===== src/pidts_pkg.sv =====
`default_nettype none

package pidts_pkg;

   // Default number of fraction bits on speeds, gains and servo position
   localparam int FRAC_BITS_DEFAULT = 8;

   // Field widths
   localparam int SPEED_W    = 16;
   localparam int GAIN_W     = 16;
   localparam int ERR_W      = SPEED_W + 1;
   localparam int DERR_W     = ERR_W + 1;
   localparam int INTEG_W    = 24;
   localparam int ILIM_W     = 23;
   localparam int SLEW_W     = 16;
   localparam int PULSE_W    = 12;
   localparam int DELTA_W    = 24;
   localparam int STEP_W     = SLEW_W + 1;
   localparam int CSR_IDX_W  = 3;
   localparam int CSR_DATA_W = 23;

   // Product and sum widths of the PID increment
   localparam int PROD_P_W = GAIN_W + ERR_W;
   localparam int PROD_I_W = GAIN_W + INTEG_W;
   localparam int PROD_D_W = GAIN_W + DERR_W;
   localparam int SUM_W    = PROD_I_W + 2;

   // Servo position after reset, whole microseconds
   localparam logic [PULSE_W-1:0] PULSE_RESET = 12'd1565;

   // Register reset values
   localparam logic signed [GAIN_W-1:0] P_GAIN_RESET  = 16'sd256;
   localparam logic signed [GAIN_W-1:0] I_GAIN_RESET  = 16'sd0;
   localparam logic signed [GAIN_W-1:0] D_GAIN_RESET  = 16'sd0;
   localparam logic [ILIM_W-1:0]        ILIM_RESET    = 23'd2560;
   localparam logic [SLEW_W-1:0]        SLEW_RESET    = 16'd2560;
   localparam logic [PULSE_W-1:0]       PMAX_RESET    = 12'd2000;
   localparam logic [PULSE_W-1:0]       PMIN_RESET    = 12'd1000;

   // Register indexes on the csr port
   typedef enum logic [CSR_IDX_W-1:0] {
      CSR_P_GAIN     = 3'd0,
      CSR_I_GAIN     = 3'd1,
      CSR_D_GAIN     = 3'd2,
      CSR_INTEG_LIM  = 3'd3,
      CSR_SLEW_LIM   = 3'd4,
      CSR_PULSE_MAX  = 3'd5,
      CSR_PULSE_MIN  = 3'd6
   } csr_index_type;

   // Configuration bundle handed to the datapath
   typedef struct packed {
      logic signed [GAIN_W-1:0] p_gain;
      logic signed [GAIN_W-1:0] i_gain;
      logic signed [GAIN_W-1:0] d_gain;
      logic [ILIM_W-1:0]        integ_limit;
      logic [SLEW_W-1:0]        slew_limit;
      logic [PULSE_W-1:0]       pulse_max;
      logic [PULSE_W-1:0]       pulse_min;
   } cfg_type;

endpackage

`default_nettype wire


===== src/pid_throttle_slew_limited_core.sv =====
`default_nettype none

// Incremental PID throttle controller. Each request carries a target and a
// measured speed; the core returns one response with the new servo pulse width
// and the saturated PID increment. The core is a five-register pipeline (input
// register, error/integral, gain products, increment sum, servo position) and
// takes a request every clock cycle unless rsp_ready has held the stages full.
// Each stage holds its item independently, so requests keep flowing while a
// response waits on rsp_ready, until the stages fill up. Registers are to be
// written through the csr port only while the core holds no request in flight;
// the core itself does not enforce this, and csr_ready is always high.

module pid_throttle_slew_limited_core #(
   parameter int FRACTION_BITS = pidts_pkg::FRAC_BITS_DEFAULT
) (
   input  wire logic                                    clock,
   input  wire logic                                    reset,
   input  wire logic                                    req_valid,
   output logic                                         req_ready,
   input  wire logic signed [pidts_pkg::SPEED_W-1:0]    req_target_speed,
   input  wire logic signed [pidts_pkg::SPEED_W-1:0]    req_measured_speed,
   output logic                                         rsp_valid,
   input  wire logic                                    rsp_ready,
   output logic [pidts_pkg::PULSE_W-1:0]                rsp_servo_pulse,
   output logic signed [pidts_pkg::DELTA_W-1:0]         rsp_pid_delta,
   input  wire logic                                    csr_valid,
   output logic                                         csr_ready,
   input  wire logic [pidts_pkg::CSR_IDX_W-1:0]         csr_index,
   input  wire logic [pidts_pkg::CSR_DATA_W-1:0]        csr_data
);
   import pidts_pkg::*;

   localparam int STAGES = 5;

   cfg_type cfg;

   logic [STAGES-1:0] valid_ff, valid_in;
   logic [STAGES-1:0] ready;
   logic [STAGES-1:0] load;
   logic              drain;

   logic signed [SPEED_W-1:0]  target_ff;
   logic signed [SPEED_W-1:0]  measured_ff;
   logic signed [ERR_W-1:0]    err;
   logic signed [INTEG_W-1:0]  integ;
   logic signed [DERR_W-1:0]   derr;
   logic signed [PROD_P_W-1:0] prod_p;
   logic signed [PROD_I_W-1:0] prod_i;
   logic signed [PROD_D_W-1:0] prod_d;
   logic signed [DELTA_W-1:0]  delta;

   // per-stage handshake: a stage takes new data when empty or moving on
   always_comb begin
      drain    = valid_ff[4] && rsp_ready;
      ready[4] = !valid_ff[4] || rsp_ready;
      ready[3] = !valid_ff[3] || ready[4];
      ready[2] = !valid_ff[2] || ready[3];
      ready[1] = !valid_ff[1] || ready[2];
      ready[0] = !valid_ff[0] || ready[1];
      load[0]  = req_valid && ready[0];
      load[1]  = valid_ff[0] && ready[1];
      load[2]  = valid_ff[1] && ready[2];
      load[3]  = valid_ff[2] && ready[3];
      load[4]  = valid_ff[3] && ready[4];
      valid_in[0] = load[0] || (valid_ff[0] && !load[1]);
      valid_in[1] = load[1] || (valid_ff[1] && !load[2]);
      valid_in[2] = load[2] || (valid_ff[2] && !load[3]);
      valid_in[3] = load[3] || (valid_ff[3] && !load[4]);
      valid_in[4] = load[4] || (valid_ff[4] && !drain);
   end

   always_ff @(posedge clock) begin
      if (reset) begin
         valid_ff <= '0;
      end else begin
         valid_ff <= valid_in;
      end
   end

   // input register
   always_ff @(posedge clock) begin
      if (load[0]) begin
         target_ff   <= req_target_speed;
         measured_ff <= req_measured_speed;
      end
   end

   assign req_ready = ready[0];
   assign rsp_valid = valid_ff[4];
   assign csr_ready = 1'b1;

   pidts_csr u_csr (
      .clock    (clock),
      .reset    (reset),
      .wr_en    (csr_valid),
      .wr_index (csr_index),
      .wr_data  (csr_data),
      .cfg      (cfg)
   );

   pidts_front u_front (
      .clock       (clock),
      .reset       (reset),
      .load        (load[1]),
      .target      (target_ff),
      .measured    (measured_ff),
      .integ_limit (cfg.integ_limit),
      .err         (err),
      .integ       (integ),
      .derr        (derr)
   );

   pidts_mult u_mult (
      .clock  (clock),
      .load   (load[2]),
      .err    (err),
      .integ  (integ),
      .derr   (derr),
      .cfg    (cfg),
      .prod_p (prod_p),
      .prod_i (prod_i),
      .prod_d (prod_d)
   );

   pidts_sum #(
      .FRACTION_BITS (FRACTION_BITS)
   ) u_sum (
      .clock  (clock),
      .load   (load[3]),
      .prod_p (prod_p),
      .prod_i (prod_i),
      .prod_d (prod_d),
      .delta  (delta)
   );

   pidts_servo #(
      .FRACTION_BITS (FRACTION_BITS)
   ) u_servo (
      .clock       (clock),
      .reset       (reset),
      .load        (load[4]),
      .delta       (delta),
      .cfg         (cfg),
      .servo_pulse (rsp_servo_pulse),
      .pid_delta   (rsp_pid_delta)
   );

endmodule

`default_nettype wire


===== src/pidts_csr.sv =====
`default_nettype none

module pidts_csr (
   input  wire logic                               clock,
   input  wire logic                               reset,
   input  wire logic                               wr_en,
   input  wire logic [pidts_pkg::CSR_IDX_W-1:0]    wr_index,
   input  wire logic [pidts_pkg::CSR_DATA_W-1:0]   wr_data,
   output pidts_pkg::cfg_type                      cfg
);
   import pidts_pkg::*;

   cfg_type cfg_ff;
   cfg_type cfg_in;

   // register write decode; unknown indexes are dropped
   always_comb begin
      cfg_in = cfg_ff;
      if (wr_en) begin
         case (wr_index)
            CSR_P_GAIN:    cfg_in.p_gain      = wr_data[GAIN_W-1:0];
            CSR_I_GAIN:    cfg_in.i_gain      = wr_data[GAIN_W-1:0];
            CSR_D_GAIN:    cfg_in.d_gain      = wr_data[GAIN_W-1:0];
            CSR_INTEG_LIM: cfg_in.integ_limit = wr_data[ILIM_W-1:0];
            CSR_SLEW_LIM:  cfg_in.slew_limit  = wr_data[SLEW_W-1:0];
            CSR_PULSE_MAX: cfg_in.pulse_max   = wr_data[PULSE_W-1:0];
            CSR_PULSE_MIN: cfg_in.pulse_min   = wr_data[PULSE_W-1:0];
            default:       cfg_in = cfg_ff;
         endcase
      end
   end

   always_ff @(posedge clock) begin
      if (reset) begin
         cfg_ff.p_gain      <= P_GAIN_RESET;
         cfg_ff.i_gain      <= I_GAIN_RESET;
         cfg_ff.d_gain      <= D_GAIN_RESET;
         cfg_ff.integ_limit <= ILIM_RESET;
         cfg_ff.slew_limit  <= SLEW_RESET;
         cfg_ff.pulse_max   <= PMAX_RESET;
         cfg_ff.pulse_min   <= PMIN_RESET;
      end else begin
         cfg_ff <= cfg_in;
      end
   end

   assign cfg = cfg_ff;

endmodule

`default_nettype wire


===== src/pidts_front.sv =====
`default_nettype none

module pidts_front (
   input  wire logic                                    clock,
   input  wire logic                                    reset,
   input  wire logic                                    load,
   input  wire logic signed [pidts_pkg::SPEED_W-1:0]    target,
   input  wire logic signed [pidts_pkg::SPEED_W-1:0]    measured,
   input  wire logic [pidts_pkg::ILIM_W-1:0]            integ_limit,
   output logic signed [pidts_pkg::ERR_W-1:0]           err,
   output logic signed [pidts_pkg::INTEG_W-1:0]         integ,
   output logic signed [pidts_pkg::DERR_W-1:0]          derr
);
   import pidts_pkg::*;

   localparam int ISUM_W = INTEG_W + 1;

   // integral and previous error double as this stage's output registers
   logic signed [INTEG_W-1:0] integral_sum_ff, integral_sum_in;
   logic signed [ERR_W-1:0]   prev_err_ff, prev_err_in;
   logic signed [DERR_W-1:0]  derr_ff, derr_in;

   logic signed [ERR_W-1:0]   err_now;
   logic signed [ISUM_W-1:0]  isum;
   logic signed [ISUM_W-1:0]  lim_pos;
   logic signed [ISUM_W-1:0]  lim_neg;

   // error, integral with symmetric clamp, error difference
   always_comb begin
      err_now = {target[SPEED_W-1], target} - {measured[SPEED_W-1], measured};
      isum    = {integral_sum_ff[INTEG_W-1], integral_sum_ff}
              + {{(ISUM_W-ERR_W){err_now[ERR_W-1]}}, err_now};
      lim_pos = {{(ISUM_W-ILIM_W){1'b0}}, integ_limit};
      lim_neg = -lim_pos;
      if (isum > lim_pos) begin
         isum = lim_pos;
      end
      if (isum < lim_neg) begin
         isum = lim_neg;
      end
      integral_sum_in = isum[INTEG_W-1:0];
      prev_err_in     = err_now;
      derr_in         = {err_now[ERR_W-1], err_now} - {prev_err_ff[ERR_W-1], prev_err_ff};
   end

   always_ff @(posedge clock) begin
      if (reset) begin
         integral_sum_ff <= '0;
         prev_err_ff     <= '0;
      end else if (load) begin
         integral_sum_ff <= integral_sum_in;
         prev_err_ff     <= prev_err_in;
      end
   end

   always_ff @(posedge clock) begin
      if (load) begin
         derr_ff <= derr_in;
      end
   end

   assign err   = prev_err_ff;
   assign integ = integral_sum_ff;
   assign derr  = derr_ff;

endmodule

`default_nettype wire


===== src/pidts_mult.sv =====
`default_nettype none

module pidts_mult (
   input  wire logic                                    clock,
   input  wire logic                                    load,
   input  wire logic signed [pidts_pkg::ERR_W-1:0]      err,
   input  wire logic signed [pidts_pkg::INTEG_W-1:0]    integ,
   input  wire logic signed [pidts_pkg::DERR_W-1:0]     derr,
   input  pidts_pkg::cfg_type                           cfg,
   output logic signed [pidts_pkg::PROD_P_W-1:0]        prod_p,
   output logic signed [pidts_pkg::PROD_I_W-1:0]        prod_i,
   output logic signed [pidts_pkg::PROD_D_W-1:0]        prod_d
);
   import pidts_pkg::*;

   logic signed [PROD_P_W-1:0] prod_p_ff, prod_p_in;
   logic signed [PROD_I_W-1:0] prod_i_ff, prod_i_in;
   logic signed [PROD_D_W-1:0] prod_d_ff, prod_d_in;

   // three gain products side by side, full precision
   always_comb begin
      prod_p_in = cfg.p_gain * err;
      prod_i_in = cfg.i_gain * integ;
      prod_d_in = cfg.d_gain * derr;
   end

   always_ff @(posedge clock) begin
      if (load) begin
         prod_p_ff <= prod_p_in;
         prod_i_ff <= prod_i_in;
         prod_d_ff <= prod_d_in;
      end
   end

   assign prod_p = prod_p_ff;
   assign prod_i = prod_i_ff;
   assign prod_d = prod_d_ff;

endmodule

`default_nettype wire


===== src/pidts_sum.sv =====
`default_nettype none

module pidts_sum #(
   parameter int FRACTION_BITS = pidts_pkg::FRAC_BITS_DEFAULT
) (
   input  wire logic                                    clock,
   input  wire logic                                    load,
   input  wire logic signed [pidts_pkg::PROD_P_W-1:0]   prod_p,
   input  wire logic signed [pidts_pkg::PROD_I_W-1:0]   prod_i,
   input  wire logic signed [pidts_pkg::PROD_D_W-1:0]   prod_d,
   output logic signed [pidts_pkg::DELTA_W-1:0]         delta
);
   import pidts_pkg::*;

   logic signed [DELTA_W-1:0] delta_ff, delta_in;
   logic signed [SUM_W-1:0]   sum;
   logic signed [SUM_W-1:0]   shifted;
   logic                      over_pos;
   logic                      over_neg;

   // exact sum, floor shift, saturate to the increment width
   always_comb begin
      sum = {{(SUM_W-PROD_P_W){prod_p[PROD_P_W-1]}}, prod_p}
          + {{(SUM_W-PROD_I_W){prod_i[PROD_I_W-1]}}, prod_i}
          + {{(SUM_W-PROD_D_W){prod_d[PROD_D_W-1]}}, prod_d};
      shifted  = sum >>> FRACTION_BITS;
      over_pos = !shifted[SUM_W-1] && (|shifted[SUM_W-2:DELTA_W-1]);
      over_neg = shifted[SUM_W-1] && !(&shifted[SUM_W-2:DELTA_W-1]);
      if (over_pos) begin
         delta_in = {1'b0, {(DELTA_W-1){1'b1}}};
      end else if (over_neg) begin
         delta_in = {1'b1, {(DELTA_W-1){1'b0}}};
      end else begin
         delta_in = shifted[DELTA_W-1:0];
      end
   end

   always_ff @(posedge clock) begin
      if (load) begin
         delta_ff <= delta_in;
      end
   end

   assign delta = delta_ff;

endmodule

`default_nettype wire


===== src/pidts_servo.sv =====
`default_nettype none

module pidts_servo #(
   parameter int FRACTION_BITS = pidts_pkg::FRAC_BITS_DEFAULT
) (
   input  wire logic                                    clock,
   input  wire logic                                    reset,
   input  wire logic                                    load,
   input  wire logic signed [pidts_pkg::DELTA_W-1:0]    delta,
   input  pidts_pkg::cfg_type                           cfg,
   output logic [pidts_pkg::PULSE_W-1:0]                servo_pulse,
   output logic signed [pidts_pkg::DELTA_W-1:0]         pid_delta
);
   import pidts_pkg::*;

   localparam int POS_W  = PULSE_W + FRACTION_BITS;
   localparam int SPOS_W = POS_W + 2;
   localparam int CMP_W  = DELTA_W + 1;

   logic [POS_W-1:0]          pos_ff, pos_in;
   logic signed [DELTA_W-1:0] delta_ff;

   logic signed [CMP_W-1:0]   d_ext;
   logic signed [CMP_W-1:0]   slew_pos;
   logic signed [CMP_W-1:0]   slew_neg;
   logic signed [CMP_W-1:0]   step_wide;
   logic signed [STEP_W-1:0]  step;
   logic signed [SPOS_W-1:0]  pos;
   logic signed [SPOS_W-1:0]  pmax_s;
   logic signed [SPOS_W-1:0]  pmin_s;

   // slew limit, position update, pulse clamps (min wins over max)
   always_comb begin
      d_ext     = {delta[DELTA_W-1], delta};
      slew_pos  = {{(CMP_W-SLEW_W){1'b0}}, cfg.slew_limit};
      slew_neg  = -slew_pos;
      step_wide = d_ext;
      if (d_ext > slew_pos) begin
         step_wide = slew_pos;
      end
      if (d_ext < slew_neg) begin
         step_wide = slew_neg;
      end
      step   = step_wide[STEP_W-1:0];
      pos    = {2'b00, pos_ff} + {{(SPOS_W-STEP_W){step[STEP_W-1]}}, step};
      pmax_s = {2'b00, cfg.pulse_max, {FRACTION_BITS{1'b0}}};
      pmin_s = {2'b00, cfg.pulse_min, {FRACTION_BITS{1'b0}}};
      if (pos > pmax_s) begin
         pos = pmax_s;
      end
      if (pos < pmin_s) begin
         pos = pmin_s;
      end
      pos_in = pos[POS_W-1:0];
   end

   always_ff @(posedge clock) begin
      if (reset) begin
         pos_ff <= {PULSE_RESET, {FRACTION_BITS{1'b0}}};
      end else if (load) begin
         pos_ff <= pos_in;
      end
   end

   always_ff @(posedge clock) begin
      if (load) begin
         delta_ff <= delta;
      end
   end

   assign servo_pulse = pos_ff[POS_W-1:FRACTION_BITS];
   assign pid_delta   = delta_ff;

endmodule

`default_nettype wire

===== config.mk =====
export PLATFORM = sky130hd
export DESIGN_NAME = pid_throttle_slew_limited_core
export DESIGN_NICKNAME = d
export VERILOG_FILES = /design/src/pidts_pkg.sv /design/src/pid_throttle_slew_limited_core.sv /design/src/pidts_csr.sv /design/src/pidts_front.sv /design/src/pidts_mult.sv /design/src/pidts_sum.sv /design/src/pidts_servo.sv
export SDC_FILE = /design/constraint.sdc
export NUM_CORES = 2
export LEC_CHECK = 0
export BUFFER_PORTS_ARGS = -buffer_cell sky130_fd_sc_hd__buf_2
export CAP_MARGIN = 0
export CORE_MARGIN = 2
export CORE_UTILIZATION = 45
export DETAILED_ROUTE_END_ITERATION = 12
export PLACE_DENSITY = 0.72
export SYNTH_ARGS = -nofsm -noshare
export SYNTH_HDL_FRONTEND = slang
export SYNTH_SLANG_ARGS = --single-unit

===== constraint.sdc =====
create_clock -name clock -period 15.73 [get_ports clock]
set_clock_uncertainty 0.1 [all_clocks]
set_input_delay 3.146 -clock clock [delete_from_list [all_inputs] [get_ports clock]]
set_output_delay 3.146 -clock clock [all_outputs]
set_load 0.05 [all_outputs]

==> impl_metrics.py <==
metrics = {
    "global_routing": {
        "grt-ovfl-total": 0,
        "grt_pass1_wl_mm": 259,
        "grt_pass1_vias": 46300,
        "grtUsageTotal": 0.250,
        "grt_max_degree": 81,
        "antenna_found_initial": 6,
    },
    "critical_path": {
        "crit_buf_inv": 2,
        "cp_slowest_cell": "o211a_1",
        "criticalPathCategory": "reg2reg",
        "start_kind": "flip-flop",
        "critical_path.top_delay_family": "compound AO/OA/AOI/OAI gates",
        "critPathArrivalTime_ns": 13.18,
        "cp_slowest_stage_delay_ns": 0.61,
        "worst_setup_path_end_kind": "flip-flop",
        "cp.required_ns": 16.14,
        "cp_max_fo": 28,
    },
    "floorplan": {
        "core_sq_um": 129000,
        "initial_core_util": 0.452,
        "die_h_microns": 365,
        "io_pins": 102,
        "rows": 132,
        "dieArea_sq_um": 133000,
        "chipWidth_microns": 365,
    },
    "timing": {
        "tns_ns": 0,
        "period_needed_ns": 12.77,
        "rsz0062_at_grt": "no",
        "setup_ws_ns": 2.96,
        "max_clock_freq_mhz": 78.3,
        "hold_viol_final": 0,
        "max_slew_margin": 0.228,
        "tightest_slew_ns": 1.15,
        "finalCritPeriodShare": 0.812,
        "drv_slew": 0,
        "finalSetupViolations": 0,
    },
    "route": {
        "drc_errors": 0,
        "vias_per_cell": 5.45,
        "wl_per_cell_microns": 19.9,
        "ant_nets": 0,
        "vias": 44400,
        "drtIter0Drc": 3136,
        "first_pass_iters": 8,
        "routed_wl_mm": 162,
    },
    "power": {
        "power_frac_comb": 0.451,
        "p_seq_frac": 0.296,
        "worst_ir_drop_vdd_v": 0.0000947,
        "swShare": 0.424,
        "p_clk_frac": 0.253,
        "leakagePower_nw": 26.9,
        "power_density_nw_per_um2": 70.8,
        "p_int_w": 0.00254,
        "switchingPower_w": 0.00187,
    },
    "place": {
        "dp_hpwl_mm": 127,
        "pre_cts_ws_ns": 3.20,
        "place_congestion": 0.930,
        "portBuffers": 100,
        "dp.cells": 8057,
    },
    "layout": {
        "areaGrowthSynthToFinish_pct": 6.63,
        "fin_util": 0.482,
        "layout-drive-gt1-share": 0.0509,
        "final_nets": 7910,
        "final_cells": 8144,
    },
    "clocking": {
        "clock_sinks": 382,
        "postCtsSetupBuffers": 0,
        "clockBufferDepth": 3,
        "cts_resized": 0,
        "cts_buffers": 45,
        "clk_pin_slew_ns": 0.06,
        "cts-root-buf": "clkbuf_16",
        "clk_latency_ns": 0.62,
        "htreeDepth": 2,
        "cts_tree": "built",
        "cts_hold_buf": 0,
    },
    "logic_synthesis": {
        "syn-instance-count": 6382,
        "ys_warn_count": 0,
        "synthFlopType": "edfxtp_1",
        "netlist_area_sq_um": 58500,
        "synth_top_area_frac": 0.323,
        "synth-async-reset-ratio": 0,
        "synth_area_leader_cell": "fa_1",
        "synth_cell_types": 91,
        "synth-edff-count": 205,
        "yosysSeqAreaShare": 0.166,
        "syn_nets": 7930,
        "synth_area_per_cell_sq_um": 9.17,
        "synth_area_leaders": "fa_1, ha_1, edfxtp_1",
        "ys_seq_elements": 382,
    },
    "worst_hold_path": {
        "hp-class": "reg2reg",
    },
    "outcome": {
        "status": "complete, no violations",
    },
    "run": {
        "drv_cap": 0,
    },
}
## layout by cell type, fill, tap and decap left out, drive strengths merged, types with 64 or more instances in the layout
cell type	n
xnor2	200
ha	540
xor2	64
fa	945
nand2b	76
nand3	66
a21o	124
nor2	180
nand2	930
buf	182
inv	1156
nor3	68
and2	351
a21oi	320
dfxtp	177
edfxtp	205
o21ai	134
## state kept, by name, indices dropped and copies added (netlist names), 17 cells and up
register and cells:
u_servo.pid_delta 24, u_front.integ 24, u_front.derr 18, u_sum.delta 24
u_csr.cfg 111, u_mult.prod_i 40, u_mult.prod_p 33, u_mult.prod_d 34
u_front.err 17, u_servo.pos_ff 20
## cell type report
| cell class | instances | area, sq um |
|---|---|---|
| flip-flops and latches | 382 | 9700 |
| fillers | 11800 | 66900 |
| multi-input cells | 4601 | 43500 |
| clock buffers | 60 | 1270 |
| repair buffers | 182 | 1120 |
| clock inverters | 24 | 279 |
| diodes | 3 | 7.51 |
| well taps | 1742 | 2180 |
| inverters | 1150 | 4320 |
## final timing paths
kind / start / to / slack, ns / depth (start not counted)
setup / recovery: u_csr.cfg[26] / u_servo.pos_ff[7] / 2.96 / 47
hold / removal: u_csr.cfg[72] / u_csr.cfg[72] / 0.36 / 2
setup reg to reg: u_csr.cfg[26] / u_servo.pos_ff[7] / 2.96 / 47
hold reg to reg: u_csr.cfg[72] / u_csr.cfg[72] / 0.36 / 2
## synthesized netlist by cell type, drive strengths merged (64+ instances only)
master	n
nor3	68
edfxtp	205
nor2	180
ha	540
a21o	124
inv	1150
nand2b	76
xnor2	200
dfxtp	177
and2	351
o21ai	134
nand3	66
clkbuf	208
nand2	930
fa	945
a21oi	320
xor2	64
## worst min-delay path, stage by stage (launching register included)
cell     delay [ns]
dfxtp_1        0.31
nand2_1        0.05
a21oi_1        0.05
## routing by layer
layer	global-route usage	vias to the layer above	part of all wire
met3	0.0477	302	0.084
met2	0.412	1545	0.46
met5	0	-	0
li1	-	20400	-
met4	0.0812	0	0.036
met1	0.331	22200	0.42
## per-stage QoR
step | total power, W | hold slack [ns] | cell area [sq um]
after detailed placement | 0.00327 | 0.349 | 60800
after floorplan | 0.00263 | 0.332 | 58500
after global routing | 0.00468 | 0.390 | 62400
final | 0.00442 | 0.355 | 62400
after CTS | 0.00440 | 0.357 | 62400
after global placement | 0.00323 | 0.342 | 60800
## cell families after synthesis
logic type,Yosys count,share of synthesized area
flip-flops,382,0.166
AND/OR/NAND/NOR,1873,0.152
buffers and inverters,1399,0.0912
XOR/XNOR,264,0.0395
AO/OA/AOI/OAI,943,0.106
other,1,0.0000641
multiplexers,35,0.00631
adder cells (fa/ha/maj),1485,0.439
## power groups by stage
stage / clock [W] / combinational [W] / sequential, W
after floorplan: 0 / 0.00142 / 0.00121
after global placement: 0 / 0.00191 / 0.00132
after detailed placement: 0 / 0.00195 / 0.00132
after CTS: 0.00114 / 0.00197 / 0.00130
after global routing: 0.00117 / 0.00220 / 0.00131
final: 0.00112 / 0.00199 / 0.00131
Note: power is estimated with default switching activity, not from simulation.
